File: config.mk
export PLATFORM = sky130hd
export DESIGN_NAME = murmur3_32_hash_flat
export DESIGN_NICKNAME = d
export VERILOG_FILES = /design/src/rtl/core/mm3_pkg.sv /design/src/rtl/core/mm3_if.sv /design/src/rtl/core/murmur3_32_hash.sv /design/src/rtl/core/mm3_front.sv /design/src/rtl/core/mm3_queue.sv /design/src/rtl/core/mm3_back.sv /design/src/flat_wrapper.sv
export SDC_FILE = /design/constraint.sdc
export NUM_CORES = 2
export LEC_CHECK = 0
export BUFFER_PORTS_ARGS = -buffer_cell sky130_fd_sc_hd__buf_2
export CORE_UTILIZATION = 50
export DETAILED_ROUTE_END_ITERATION = 7
export GPL_ROUTABILITY_DRIVEN = 0
export PLACE_DENSITY_LB_ADDON = 0.12
export SLEW_MARGIN = 0
export SYNTH_ARGS = -nofsm -noshare
export SYNTH_HDL_FRONTEND = slang
export SYNTH_HIERARCHICAL = 1
export SYNTH_SLANG_ARGS = --single-unit
File: constraint.sdc
create_clock -name i_clk -period 7.8 [get_ports i_clk]
set_input_delay 0.78 -clock i_clk [delete_from_list [all_inputs] [get_ports i_clk]]
set_output_delay 0.78 -clock i_clk [all_outputs]
set_load 0.02 [all_outputs]
File: src/rtl/core/mm3_pkg.sv
// ----------------------------------------------------------------------------
// mm3_pkg
// Shared constants and types for the MurmurHash3 x86_32 hash block.
// ----------------------------------------------------------------------------
package mm3_pkg;

    // Mixing constants
    localparam logic [31:0] MM_C1 = 32'hcc9e2d51;
    localparam logic [31:0] MM_C2 = 32'h1b873593;
    localparam logic [31:0] MM_N  = 32'he6546b64;
    localparam logic [31:0] MM_F1 = 32'h85ebca6b;
    localparam logic [31:0] MM_F2 = 32'hc2b2ae35;

    // What the back end does with a mixed key
    typedef logic [1:0] t_op;
    localparam t_op OP_BLOCK = 2'd0;  // xor, rotate, multiply-add
    localparam t_op OP_TAIL  = 2'd1;  // xor only
    localparam t_op OP_NONE  = 2'd2;  // no key

    // Queue entry between front and back
    typedef struct packed {
        logic [31:0] k;      // mixed key
        logic [31:0] len;    // message length, meaningful on the last entry
        t_op         op;
        logic        first;  // first entry of a message: start from the seed
        logic        last;   // finalize and emit
    } t_qent;

endpackage

File: src/rtl/core/mm3_if.sv
// ----------------------------------------------------------------------------
// mm3_if
// Valid/ready channels of the hash block: message words, hash results, seed.
// ----------------------------------------------------------------------------
interface mm3_in_if;
    logic        valid;
    logic        ready;
    logic [31:0] data_word;
    logic [2:0]  byte_count;
    logic        last_word;

    modport source (output valid, output data_word, output byte_count,
                    output last_word, input ready);
    modport sink   (input valid, input data_word, input byte_count,
                    input last_word, output ready);
endinterface

interface mm3_out_if;
    logic        valid;
    logic        ready;
    logic [31:0] hash_value;

    modport source (output valid, output hash_value, input ready);
    modport sink   (input valid, input hash_value, output ready);
endinterface

interface mm3_cfg_if;
    logic        valid;
    logic        ready;
    logic [31:0] wdata;

    modport source (output valid, output wdata, input ready);
    modport sink   (input valid, input wdata, output ready);
endinterface

File: src/rtl/core/murmur3_32_hash.sv
// ----------------------------------------------------------------------------
// murmur3_32_hash
// MurmurHash3 x86_32 of a byte message streamed as 32-bit little-endian words.
// ----------------------------------------------------------------------------
// Usage:
//   i_cfg  : seed write channel, always ready; write only while the block is
//            idle. The seed applies from the first word of the next message.
//   i_in   : message words, byte 0 in bits 7:0. Every word before the last is
//            a full block. The last word (last_word = 1) carries byte_count
//            bytes, 0 to 4; counts above four act as four.
//   o_out  : one hash_value transfer per message, after its last word.
// Throughput: one word per cycle while i_in.ready is high; the running hash
//   update in the back end is a combinational xor, rotate and multiply-by-five
//   add, and the front key mix and back finalize multipliers are pipelined,
//   one multiply per stage. Path: the last word passes the key-mix stages,
//   the queue, the hash update, two finalize multiply stages and the output
//   register before its hash is offered.
// Stall: a stalled o_out freezes the finalize pipe; the queue then fills and
//   i_in.ready drops. Non-final words keep draining while the output waits.
// Reset: synchronous, active low; clears the seed to zero, empties the queue
//   and pipes and starts a new message. No clearing pass is needed.
// ----------------------------------------------------------------------------
module murmur3_32_hash
    import mm3_pkg::*;
#(
    parameter int QUEUE_DEPTH = 4
) (
    input  logic       i_clk,
    input  logic       i_rst_n,
    mm3_in_if.sink     i_in,
    mm3_out_if.source  o_out,
    mm3_cfg_if.sink    i_cfg
);

    // front to queue
    logic  w_push_valid, w_push_ready;
    t_qent w_push_ent;

    // queue to back
    logic  w_pop_valid, w_pop_ready;
    t_qent w_pop_ent;

    // front: accept, count bytes, classify the tail, mix the key
    mm3_front u_front (
        .i_clk        (i_clk),
        .i_rst_n      (i_rst_n),
        .i_in         (i_in),
        .o_push_valid (w_push_valid),
        .o_push_ent   (w_push_ent),
        .i_push_ready (w_push_ready)
    );

    // decouple: the front keeps taking words while the back waits on o_out
    mm3_queue #(
        .DEPTH (QUEUE_DEPTH)
    ) u_queue (
        .i_clk        (i_clk),
        .i_rst_n      (i_rst_n),
        .i_push_valid (w_push_valid),
        .i_push_ent   (w_push_ent),
        .o_push_ready (w_push_ready),
        .o_pop_valid  (w_pop_valid),
        .o_pop_ent    (w_pop_ent),
        .i_pop_ready  (w_pop_ready)
    );

    // back: hash update, length xor, avalanche, output register
    mm3_back u_back (
        .i_clk       (i_clk),
        .i_rst_n     (i_rst_n),
        .i_cfg       (i_cfg),
        .i_pop_valid (w_pop_valid),
        .i_pop_ent   (w_pop_ent),
        .o_pop_ready (w_pop_ready),
        .o_out       (o_out)
    );

endmodule

File: src/rtl/core/mm3_front.sv
// ----------------------------------------------------------------------------
// mm3_front
// Accepts message words, counts bytes, classifies and key-mixes each item.
// ----------------------------------------------------------------------------
module mm3_front
    import mm3_pkg::*;
(
    input  logic   i_clk,
    input  logic   i_rst_n,
    mm3_in_if.sink i_in,
    output logic   o_push_valid,
    output t_qent  o_push_ent,
    input  logic   i_push_ready
);

    logic        r_v1, r_v2;
    t_qent       r_s1, r_s2;
    logic        r_in_msg, n_in_msg;
    logic [31:0] r_len, n_len;

    logic        w_adv, w_acc;
    logic [2:0]  w_sat;
    logic [31:0] w_masked, w_len_base, w_len_item;
    t_op         w_op;

    // advance the whole two-stage pipe when its tail can drain
    assign w_adv        = !r_v2 || i_push_ready;
    assign w_acc        = i_in.valid && w_adv;
    assign i_in.ready   = w_adv;
    assign o_push_valid = r_v2;
    assign o_push_ent   = r_s2;

    assign w_sat = (i_in.byte_count > 3'd4) ? 3'd4 : i_in.byte_count;

    always_comb begin
        w_masked = i_in.data_word;
        w_op     = OP_BLOCK;
        if (i_in.last_word) begin
            case (w_sat)
                3'd0:    w_op = OP_NONE;
                3'd4:    w_op = OP_BLOCK;
                default: w_op = OP_TAIL;
            endcase
            case (w_sat)
                3'd1:    w_masked = {24'd0, i_in.data_word[7:0]};
                3'd2:    w_masked = {16'd0, i_in.data_word[15:0]};
                3'd3:    w_masked = {8'd0, i_in.data_word[23:0]};
                default: w_masked = i_in.data_word;
            endcase
        end
    end

    assign w_len_base = r_in_msg ? r_len : 32'd0;
    assign w_len_item = w_len_base + (i_in.last_word ? {29'd0, w_sat} : 32'd4);

    always_comb begin
        n_len    = r_len;
        n_in_msg = r_in_msg;
        if (w_acc) begin
            n_len    = i_in.last_word ? 32'd0 : w_len_item;
            n_in_msg = !i_in.last_word;
        end
    end

    always_ff @(posedge i_clk) begin
        if (!i_rst_n) begin
            r_v1     <= 1'b0;
            r_v2     <= 1'b0;
            r_in_msg <= 1'b0;
            r_len    <= 32'd0;
        end else begin
            r_in_msg <= n_in_msg;
            r_len    <= n_len;
            if (w_adv) begin
                r_v1 <= w_acc;
                r_v2 <= r_v1;
            end
        end
    end

    always_ff @(posedge i_clk) begin
        if (w_adv) begin
            r_s1.k     <= w_masked * MM_C1;
            r_s1.len   <= w_len_item;
            r_s1.op    <= w_op;
            r_s1.first <= !r_in_msg;
            r_s1.last  <= i_in.last_word;
            r_s2.k     <= {r_s1.k[16:0], r_s1.k[31:17]} * MM_C2;
            r_s2.len   <= r_s1.len;
            r_s2.op    <= r_s1.op;
            r_s2.first <= r_s1.first;
            r_s2.last  <= r_s1.last;
        end
    end

`ifndef SYNTHESIS
    a_msg_closes: assert property (@(posedge i_clk) disable iff (!i_rst_n)
        (w_acc && i_in.last_word) |=> (!r_in_msg && r_len == 32'd0))
        else $error("message state not cleared after last word");
`endif

endmodule

File: src/rtl/core/mm3_queue.sv
// ----------------------------------------------------------------------------
// mm3_queue
// Small FIFO of mixed keys between the front and the back.
// ----------------------------------------------------------------------------
module mm3_queue
    import mm3_pkg::*;
#(
    parameter int DEPTH = 4
) (
    input  logic  i_clk,
    input  logic  i_rst_n,
    input  logic  i_push_valid,
    input  t_qent i_push_ent,
    output logic  o_push_ready,
    output logic  o_pop_valid,
    output t_qent o_pop_ent,
    input  logic  i_pop_ready
);

    localparam int AW = (DEPTH > 1) ? $clog2(DEPTH) : 1;
    localparam int CW = $clog2(DEPTH + 1);

    t_qent         r_mem [DEPTH];
    logic [AW-1:0] r_wr, r_rd;
    logic [CW-1:0] r_count;
    logic          w_push, w_pop;

    assign o_push_ready = (r_count != CW'(DEPTH));
    assign o_pop_valid  = (r_count != '0);
    assign o_pop_ent    = r_mem[r_rd];
    assign w_push       = i_push_valid && o_push_ready;
    assign w_pop        = o_pop_valid && i_pop_ready;

    always_ff @(posedge i_clk) begin
        if (!i_rst_n) begin
            r_wr    <= '0;
            r_rd    <= '0;
            r_count <= '0;
        end else begin
            if (w_push) begin
                r_wr <= (r_wr == AW'(DEPTH - 1)) ? '0 : r_wr + 1'b1;
            end
            if (w_pop) begin
                r_rd <= (r_rd == AW'(DEPTH - 1)) ? '0 : r_rd + 1'b1;
            end
            r_count <= r_count + CW'(w_push) - CW'(w_pop);
        end
    end

    always_ff @(posedge i_clk) begin
        if (w_push) begin
            r_mem[r_wr] <= i_push_ent;
        end
    end

`ifndef SYNTHESIS
    a_count_bound: assert property (@(posedge i_clk) disable iff (!i_rst_n)
        r_count <= CW'(DEPTH))
        else $error("queue count beyond depth");
    a_count_track: assert property (@(posedge i_clk) disable iff (!i_rst_n)
        $past(i_rst_n) |->
            (r_count == $past(r_count) + CW'($past(w_push)) - CW'($past(w_pop))))
        else $error("queue count out of step with transfers");
`endif

endmodule

File: src/rtl/core/mm3_back.sv
// ----------------------------------------------------------------------------
// mm3_back
// Running hash update, seed register and finalization pipeline.
// ----------------------------------------------------------------------------
module mm3_back
    import mm3_pkg::*;
(
    input  logic       i_clk,
    input  logic       i_rst_n,
    mm3_cfg_if.sink    i_cfg,
    input  logic       i_pop_valid,
    input  t_qent      i_pop_ent,
    output logic       o_pop_ready,
    mm3_out_if.source  o_out
);

    logic [31:0] r_seed;
    logic [31:0] r_hash;
    logic        r_b1_valid, r_b2_valid, r_b3_valid, r_out_valid;
    logic [31:0] r_z, r_m1, r_m2, r_out_hash;

    logic        w_fadv, w_pop;
    logic [31:0] w_h_in, w_hx, w_hr, w_hu, w_h_after;

    assign i_cfg.ready = 1'b1;

    // finalize chain moves as a unit when the output register can drain
    assign w_fadv      = !r_out_valid || o_out.ready;
    assign o_pop_ready = !i_pop_ent.last || w_fadv;
    assign w_pop       = i_pop_valid && o_pop_ready;

    assign o_out.valid      = r_out_valid;
    assign o_out.hash_value = r_out_hash;

    assign w_h_in = i_pop_ent.first ? r_seed : r_hash;
    assign w_hx   = w_h_in ^ i_pop_ent.k;
    assign w_hr   = {w_hx[18:0], w_hx[31:19]};
    assign w_hu   = {w_hr[29:0], 2'b00} + w_hr + MM_N;

    always_comb begin
        case (i_pop_ent.op)
            OP_BLOCK: w_h_after = w_hu;
            OP_TAIL:  w_h_after = w_hx;
            default:  w_h_after = w_h_in;
        endcase
    end

    always_ff @(posedge i_clk) begin
        if (!i_rst_n) begin
            r_seed      <= 32'd0;
            r_b1_valid  <= 1'b0;
            r_b2_valid  <= 1'b0;
            r_b3_valid  <= 1'b0;
            r_out_valid <= 1'b0;
        end else begin
            if (i_cfg.valid) begin
                r_seed <= i_cfg.wdata;
            end
            if (w_fadv) begin
                r_b1_valid  <= w_pop && i_pop_ent.last;
                r_b2_valid  <= r_b1_valid;
                r_b3_valid  <= r_b2_valid;
                r_out_valid <= r_b3_valid;
            end
        end
    end

    always_ff @(posedge i_clk) begin
        if (w_pop && !i_pop_ent.last) begin
            r_hash <= w_h_after;
        end
        if (w_fadv) begin
            r_z        <= w_h_after ^ i_pop_ent.len;
            r_m1       <= (r_z ^ {16'd0, r_z[31:16]}) * MM_F1;
            r_m2       <= (r_m1 ^ {13'd0, r_m1[31:13]}) * MM_F2;
            r_out_hash <= r_m2 ^ {16'd0, r_m2[31:16]};
        end
    end

`ifndef SYNTHESIS
    a_hold_final: assert property (@(posedge i_clk) disable iff (!i_rst_n)
        !w_fadv |=> ($stable(r_b3_valid) && $stable(r_out_hash)))
        else $error("finalize stage moved while output stalled");
`endif

endmodule

File: src/flat_wrapper.sv
// flat-port wrapper written by rule: the top's interface ports become plain ports
module murmur3_32_hash_flat import mm3_pkg::*;
#(
    parameter int QUEUE_DEPTH = 4
)
  (i_clk, i_rst_n, i_in_valid, i_in_data_word, i_in_byte_count, i_in_last_word, i_in_ready, o_out_valid, o_out_hash_value, o_out_ready, i_cfg_valid, i_cfg_wdata, i_cfg_ready);
  mm3_in_if i_in_i ();
  mm3_out_if o_out_i ();
  mm3_cfg_if i_cfg_i ();
  input  logic i_clk;
  input  logic i_rst_n;
  input wire logic [$bits(i_in_i.valid)-1:0] i_in_valid;
  input wire logic [$bits(i_in_i.data_word)-1:0] i_in_data_word;
  input wire logic [$bits(i_in_i.byte_count)-1:0] i_in_byte_count;
  input wire logic [$bits(i_in_i.last_word)-1:0] i_in_last_word;
  output wire logic [$bits(i_in_i.ready)-1:0] i_in_ready;
  output wire logic [$bits(o_out_i.valid)-1:0] o_out_valid;
  output wire logic [$bits(o_out_i.hash_value)-1:0] o_out_hash_value;
  input wire logic [$bits(o_out_i.ready)-1:0] o_out_ready;
  input wire logic [$bits(i_cfg_i.valid)-1:0] i_cfg_valid;
  input wire logic [$bits(i_cfg_i.wdata)-1:0] i_cfg_wdata;
  output wire logic [$bits(i_cfg_i.ready)-1:0] i_cfg_ready;
  assign i_in_i.valid = i_in_valid;
  assign i_in_i.data_word = i_in_data_word;
  assign i_in_i.byte_count = i_in_byte_count;
  assign i_in_i.last_word = i_in_last_word;
  assign i_in_ready = i_in_i.ready;
  assign o_out_valid = o_out_i.valid;
  assign o_out_hash_value = o_out_i.hash_value;
  assign o_out_i.ready = o_out_ready;
  assign i_cfg_i.valid = i_cfg_valid;
  assign i_cfg_i.wdata = i_cfg_wdata;
  assign i_cfg_ready = i_cfg_i.ready;
  murmur3_32_hash #(.QUEUE_DEPTH(QUEUE_DEPTH)) u_core (.i_clk(i_clk), .i_rst_n(i_rst_n), .i_in(i_in_i), .o_out(o_out_i), .i_cfg(i_cfg_i));
endmodule
# ---- Yosys cells after proc, flatten, opt, wreduce, memory -nomap -nowiden
# Memories as Yosys holds them, arrays and structs flattened. A register that Yosys moved wholly into a read port is not among the register bits.
# Cells that the tools add are included.
dict set report totals {
  ff_bits 374
  ramBits 272
  inputBits 73
  output_inout_bits 35
  wordCells 84
  mem_count 1
}
dict set report op_classes {
  n_addsub 7
  n_mul 4
  n_lt_le_gt_ge 1
  n_eq_ne 8
  n_mux 15
  n_bitwise 5
  n_reduce_logical 16
}
# memory depth word_bits rd rd_ports_with_merged_regs wr line_no
set memory_table {}
lappend memory_table {u_core.u_queue.r_mem 4 68 1 1 1 mm3_queue.sv:23} ;# t_qent r_mem [DEPTH];
# operator count
set op_table {}
lappend op_table {{$mux W32} 4}
lappend op_table {{$pmux W32 S3} 1}
lappend op_table {{$mul A32 B31 Y32 const B} 2}
lappend op_table {{$pmux W32 S2} 1}
lappend op_table {{$xor A32 B16 Y32} 2}
lappend op_table {{$xor A32 B32 Y32} 2}
lappend op_table {{$add A32 B3 Y32} 1}
lappend op_table {{$add A32 B32 Y32} 1}
lappend op_table {{$add A32 B32 Y32 const B} 1}
lappend op_table {{$mul A32 B29 Y32 const B} 1}
lappend op_table {{$mul A32 B32 Y32 const B} 1}
lappend op_table {{$xor A32 B19 Y32} 1}
lappend op_table {{$mux W2} 4}
lappend op_table {{$eq A3 B2 Y1 const B} 2}
lappend op_table {{$mux W3} 2}
lappend op_table {{$logic_and A1 B1 Y1} 5}
lappend op_table {{$logic_not A1 Y1} 5}
lappend op_table {{$add A2 B1 Y2 const B} 2}
lappend op_table {{$eq A2 B2 Y1 const B} 2}
lappend op_table {{$pmux W2 S2} 1}
lappend op_table {{$add A3 B1 Y3} 1}
lappend op_table {{$eq A3 B1 Y1 const B} 1}
lappend op_table {{$eq A3 B3 Y1 const B} 1}
lappend op_table {{$gt A3 B3 Y1 const B} 1}
lappend op_table {{other kinds (8)} 11}

# ---- Depth between registers and ports, before layout
dict set report depth {
  ltp_word 6
  depth_mapped 28
  mapped_depth_nobuf 28
}

# ---- Cells and area by module
# The synthesis kept the hierarchy.
# mod instances cells_each area_per_inst_um2 seq_area_each_um2
set modules_own_cells {}
lappend modules_own_cells {mm3_back 1 2625 27682.8 5525.3}
lappend modules_own_cells {mm3_front 1 2115 22562.9 4784.6}
lappend modules_own_cells {mm3_queue 1 408 10284.9 8348.0}

# ---- Worst setup path after synthesis
# OpenSTA, ideal clock, no wires.
dict set report synth_path {
  path_type {register -> register}
  from {reg u_core.u_back.r_z[25]}
  to {reg u_core.u_back.r_m1[30], data pin}
  setup_ps 258
  arrival_ps 7095
  required_ps 7542
  path_slack_ps 448
  stages_incl_launch_ff 24
  n_path_buf 0
  period_less_slack_ps 7352
  path_cell_list {edfxtp_1 -> xor2_1 -> fa_1 -> fa_1 -> inv_1 -> fa_1 -> fa_1 -> inv_1 -> ha_1 -> fa_1 -> fa_1 -> inv_1 -> fa_1 -> inv_1 -> ha_1 -> and2_1 -> a221o_1 -> a221o_1 -> o21ai_0 -> a21boi_0 -> a21oi_1 -> o21a_1 -> nor2_1 -> xnor2_1}
}
dict set report synth_between {
  elab_chain_len 2
}
# item line_no
set synth_lines {}
lappend synth_lines {{start: declaration} mm3_back.sv:20} ;# logic [31:0] r_z, r_m1, r_m2, r_out_hash;
lappend synth_lines {{start signal: assignment} mm3_back.sv:73} ;# r_z <= w_h_after ^ i_pop_ent.len;
lappend synth_lines {{$xor A32 B16 Y32} mm3_back.sv:74} ;# r_m1 <= (r_z ^ {16'd0, r_z[31:16]}) * MM_F1;
lappend synth_lines {{$mul A32 B32 Y32} mm3_back.sv:74}
lappend synth_lines {{end signal: assignment} mm3_back.sv:74}
lappend synth_lines {{end: declaration} mm3_back.sv:20}
# Every way passes these cells.
# A chain may end at the register's enable or synchronous reset.

# ---- Worst setup path in the final report
dict set report layout_path {
  from {reg u_core.u_back.r_m1[6]}
  to {reg u_core.u_back.r_m2[31], data pin}
}
dict set report layout_between {
  elab_chain_len 2
}
# item line_no
set layout_lines {}
lappend layout_lines {{$xor A32 B19 Y32} mm3_back.sv:75} ;# r_m2 <= (r_m1 ^ {13'd0, r_m1[31:13]}) * MM_F2;
lappend layout_lines {{$mul A32 B31 Y32} mm3_back.sv:75}
lappend layout_lines {{end signal: assignment} mm3_back.sv:75}
lappend layout_lines {{end: declaration} mm3_back.sv:20}
# Every way passes these cells.

==> results.cfg <==
[drt]
wl_per_cell_um = 20.1
vias_per_cell = 5.17
post-route-drc-count = 0
ant_nets = 0
wirelength_mm = 141
dr.pass1.iters = 5
drtIter0Drc = 1891
via_count = 36300

[setup_path]
cpMostUsedCell = fa_1
critPathMaxFanout = 7
critPathLaunch = u_core/u_back/r_m1[6]
r2r-start = u_core/u_back/r_m1[6]
r2r-end = u_core/u_back/r_m2[31]
rr_worst_depth = 23
cp_num_buf_inv = 5
critPathTopFamily = adder cells
regToRegSetupSlack_ns = 0.33
end_kind = flip-flop
start_kind = flip-flop
path_class = flip-flop to flip-flop
slowest_delay_ns = 0.53
cp.arrival_ns = 7.81
worst-path-stages = 23
slowest_stage = fa_1
worstPathRequired_ns = 8.14
crit_path_end = u_core/u_back/r_m2[31]
crit_chain = xor2_2 > ha_1 > ha_1 > a21oi_1 > fa_1 > fa_1 > inv_1 > fa_1 > inv_1 > fa_1 > inv_1 > fa_1 > inv_1 > fa_1 > inv_1 > ha_1 > or3_1 > o21a_1 > o31ai_1 > a211oi_1 > a21o_1 > a21oi_1 > xor2_1

[timing]
worstMarginPinSlew_ns = 1.13
fmax_mhz = 134
setup_violations = 0
slew_headroom_pct = 24.4
fin_skew_ns = 0.0699
rsz0062_at_grt = no
hold_viol = 0
min_period_ns = 7.47
fin_crit_sh_pct = 95.7
slew_violations = 0

[grt]
grt_pass1_vias = 38200
grt.total_usage_pct = 23.7
grt_pass1_wl_mm = 219
antenna_found_initial = 1
grt_max_degree = 87
grt-ovfl-total = 0

[die]
die_x_um = 350
io_pins = 108
initial_core_util_pct = 50.5
num_rows = 127
die-area_mm2 = 0.122
dieHeight_um = 350
core_area_mm2 = 0.120

[clock_tree]
cts_made_buffers = 73
clockRootBuffer = clkbuf_16
cts_buffer_depth = 3
cts_tree = built
path_clk_slew_ns = 0.06
insertion_delay_ns = 0.66
h-tree-depth = 3
cts_hold_buf = 0
cts.sinks = 648

[finish]
seqCellArea_mm2 = 0.0187
drive_gt1_share_pct = 7.88
antenna_cells = 0
n_fill_cell = 10400
area_delta_synth_final_pct = 9.02
final_cell_mix = 1329 x inv_1, 820 x ha_1, 727 x fa_1
multi_input_comb_area_mm2 = 0.0367
postLayoutCoreUtil_pct = 55.0
fin_nets = 6970
layout_commonest_cell = inv_1
fin_cells = 7021

[logic_synthesis]
ys.warnings.count = 6
synthesis.nets = 6768
ys_ff_latch = 648
synth_edf_count = 568
ys.flop_type = edfxtp_1
syn_area_mm2 = 0.0605
async_reset_ff_share_pct = 0
syn_inst = 5148
avgSynthCellArea_um2 = 11.8
synth.distinct_cells = 92
yosysSeqAreaShare_pct = 30.8

[min_path]
hp-start = i_cfg_wdata[2]
min_path_type = input pin to flip-flop

[status]
outcome = completed

[placement]
io_buffers = 106
placed_cells = 6883
hpwlAfterDp_mm = 116

[job]
cap_violations = 0
[repair_timing]
| action | in CTS | in global routing |
|---|---|---|
| setup endpoints to repair | 0 | 4 |
| resized for setup | 0 | 12 |
| buffers inserted | 0 | 4 |
[through the flow]
stage / area, um2 / setup slack (ns) / hold WS, ns / TNS (ns)
floorplan: 60500 / 0.448 / 0.400 / 0
global placement: 63400 / 0.0399 / 0.402 / 0
detailed placement: 63400 / -0.0135 / 0.405 / -0.0135
CTS: 65900 / 0.0788 / 0.333 / 0
global route: 66000 / 0.0306 / 0.365 / 0
finish: 66000 / 0.334 / 0.376 / 0
[worst min path at each step]
stage / endpoint / slack, ns / cells past startpoint
after global placement: u_core/u_front/o_push_ent[14] / 0.40 / 0
after global routing: u_core/u_back/r_seed[31] / 0.37 / 3
final: u_core/u_back/r_seed[2] / 0.38 / 3
after floorplan: u_core/u_front/o_push_ent[0] / 0.40 / 0
after detailed placement: u_core/u_front/o_push_ent[10] / 0.40 / 0
after CTS: u_core/u_back/r_seed[2] / 0.33 / 3
[synth_stat cells (all sizes together), types with 4 or more instances]
master	instances	area [um2]
a211oi	17	145
a21boi	17	128
a21o	56	420
a21oi	127	651
a22oi	17	128
a31oi	16	100
and2	31	196
and3	18	118
and4	5	46.3
buf	25	151
clkbuf	38	143
dfxtp	80	1600
edfxtp	568	17100
fa	727	14600
ha	820	10300
inv	1332	5000
mux2i	72	721
mux4	68	1530
nand2	128	480
nand2b	13	81.3
nand3	54	275
nand3b	5	37.5
nand4	12	90.1
nor2	112	423
nor2b	88	551
nor3	30	150
nor3b	4	30.0
nor4	7	80.1
o2111ai	4	35.0
o211ai	11	92.6
o21a	21	158
o21ai	98	498
o21bai	18	135
o221ai	17	149
o22ai	5	31.3
o31ai	9	67.6
o41ai	4	50.1
or2	7	43.8
or3	18	119
xnor2	245	2150
xor2	153	1340
[worst min-delay path: cells and delay by family]
kind                   cells  cell delay [ns]
multiplexers               1             0.05
buffers and inverters      1             0.07
AND/OR/NAND/NOR            1             0.09
[metal layers]
| layer | wire, um | GRT usage, % | up-vias |
|---|---|---|---|
| li1 | - | - | 17100 |
| met1 | 62600 | 31.6 | 18400 |
| met2 | 69500 | 40.7 | 641 |
| met3 | 4610 | 2.45 | 175 |
| met4 | 4170 | 6.87 | 2 |
| met5 | 11 | 0 | - |
[cell families (layout without fill, tap and decap cells)]
kind of cell / after synthesis / in the layout / synth area share (%)
compound gates: 473 / 473 / 5.19
xor+xnor: 400 / 400 / 5.83
fa+ha+maj: 1547 / 1547 / 41.0
buf+inv: 1396 / 1657 / 8.75
flops: 648 / 648 / 30.8
mux: 143 / 143 / 3.78
other cells: 1 / 1 / 0.00620
simple gates: 540 / 540 / 4.62
[sequential cells by signal (all words and copies together) (netlist names), 2 cells and up, named ones only]
| signal | flops |
|---|---|
| u_core/u_queue/r_mem | 272 |
| u_core/u_front/o_push_ent | 68 |
| u_core/u_front/r_s1 | 68 |
| u_core/u_back/o_out.hash_value | 32 |
| u_core/u_back/r_hash | 32 |
| u_core/u_back/r_m1 | 32 |
| u_core/u_back/r_m2 | 32 |
| u_core/u_back/r_seed | 32 |
| u_core/u_back/r_z | 32 |
| u_core/u_front/r_len | 32 |
| u_core/u_queue/r_count | 3 |
| u_core/u_queue/r_rd | 2 |
| u_core/u_queue/r_wr | 2 |
[layout make-up]
type / count / share of cell area, %
Clock buffer: 98 / 2.98
Clock inverter: 36 / 0.747
Inverter: 1333 / 7.60
Multi-Input combinational cell: 3104 / 55.6
Sequential cell: 648 / 28.3
Tap cell: 1612 / 3.06
Timing Repair Buffer: 190 / 1.76
Power is not shown: default switching activity piles up to over one toggle a cycle in this logic, so the estimate is an artifact.
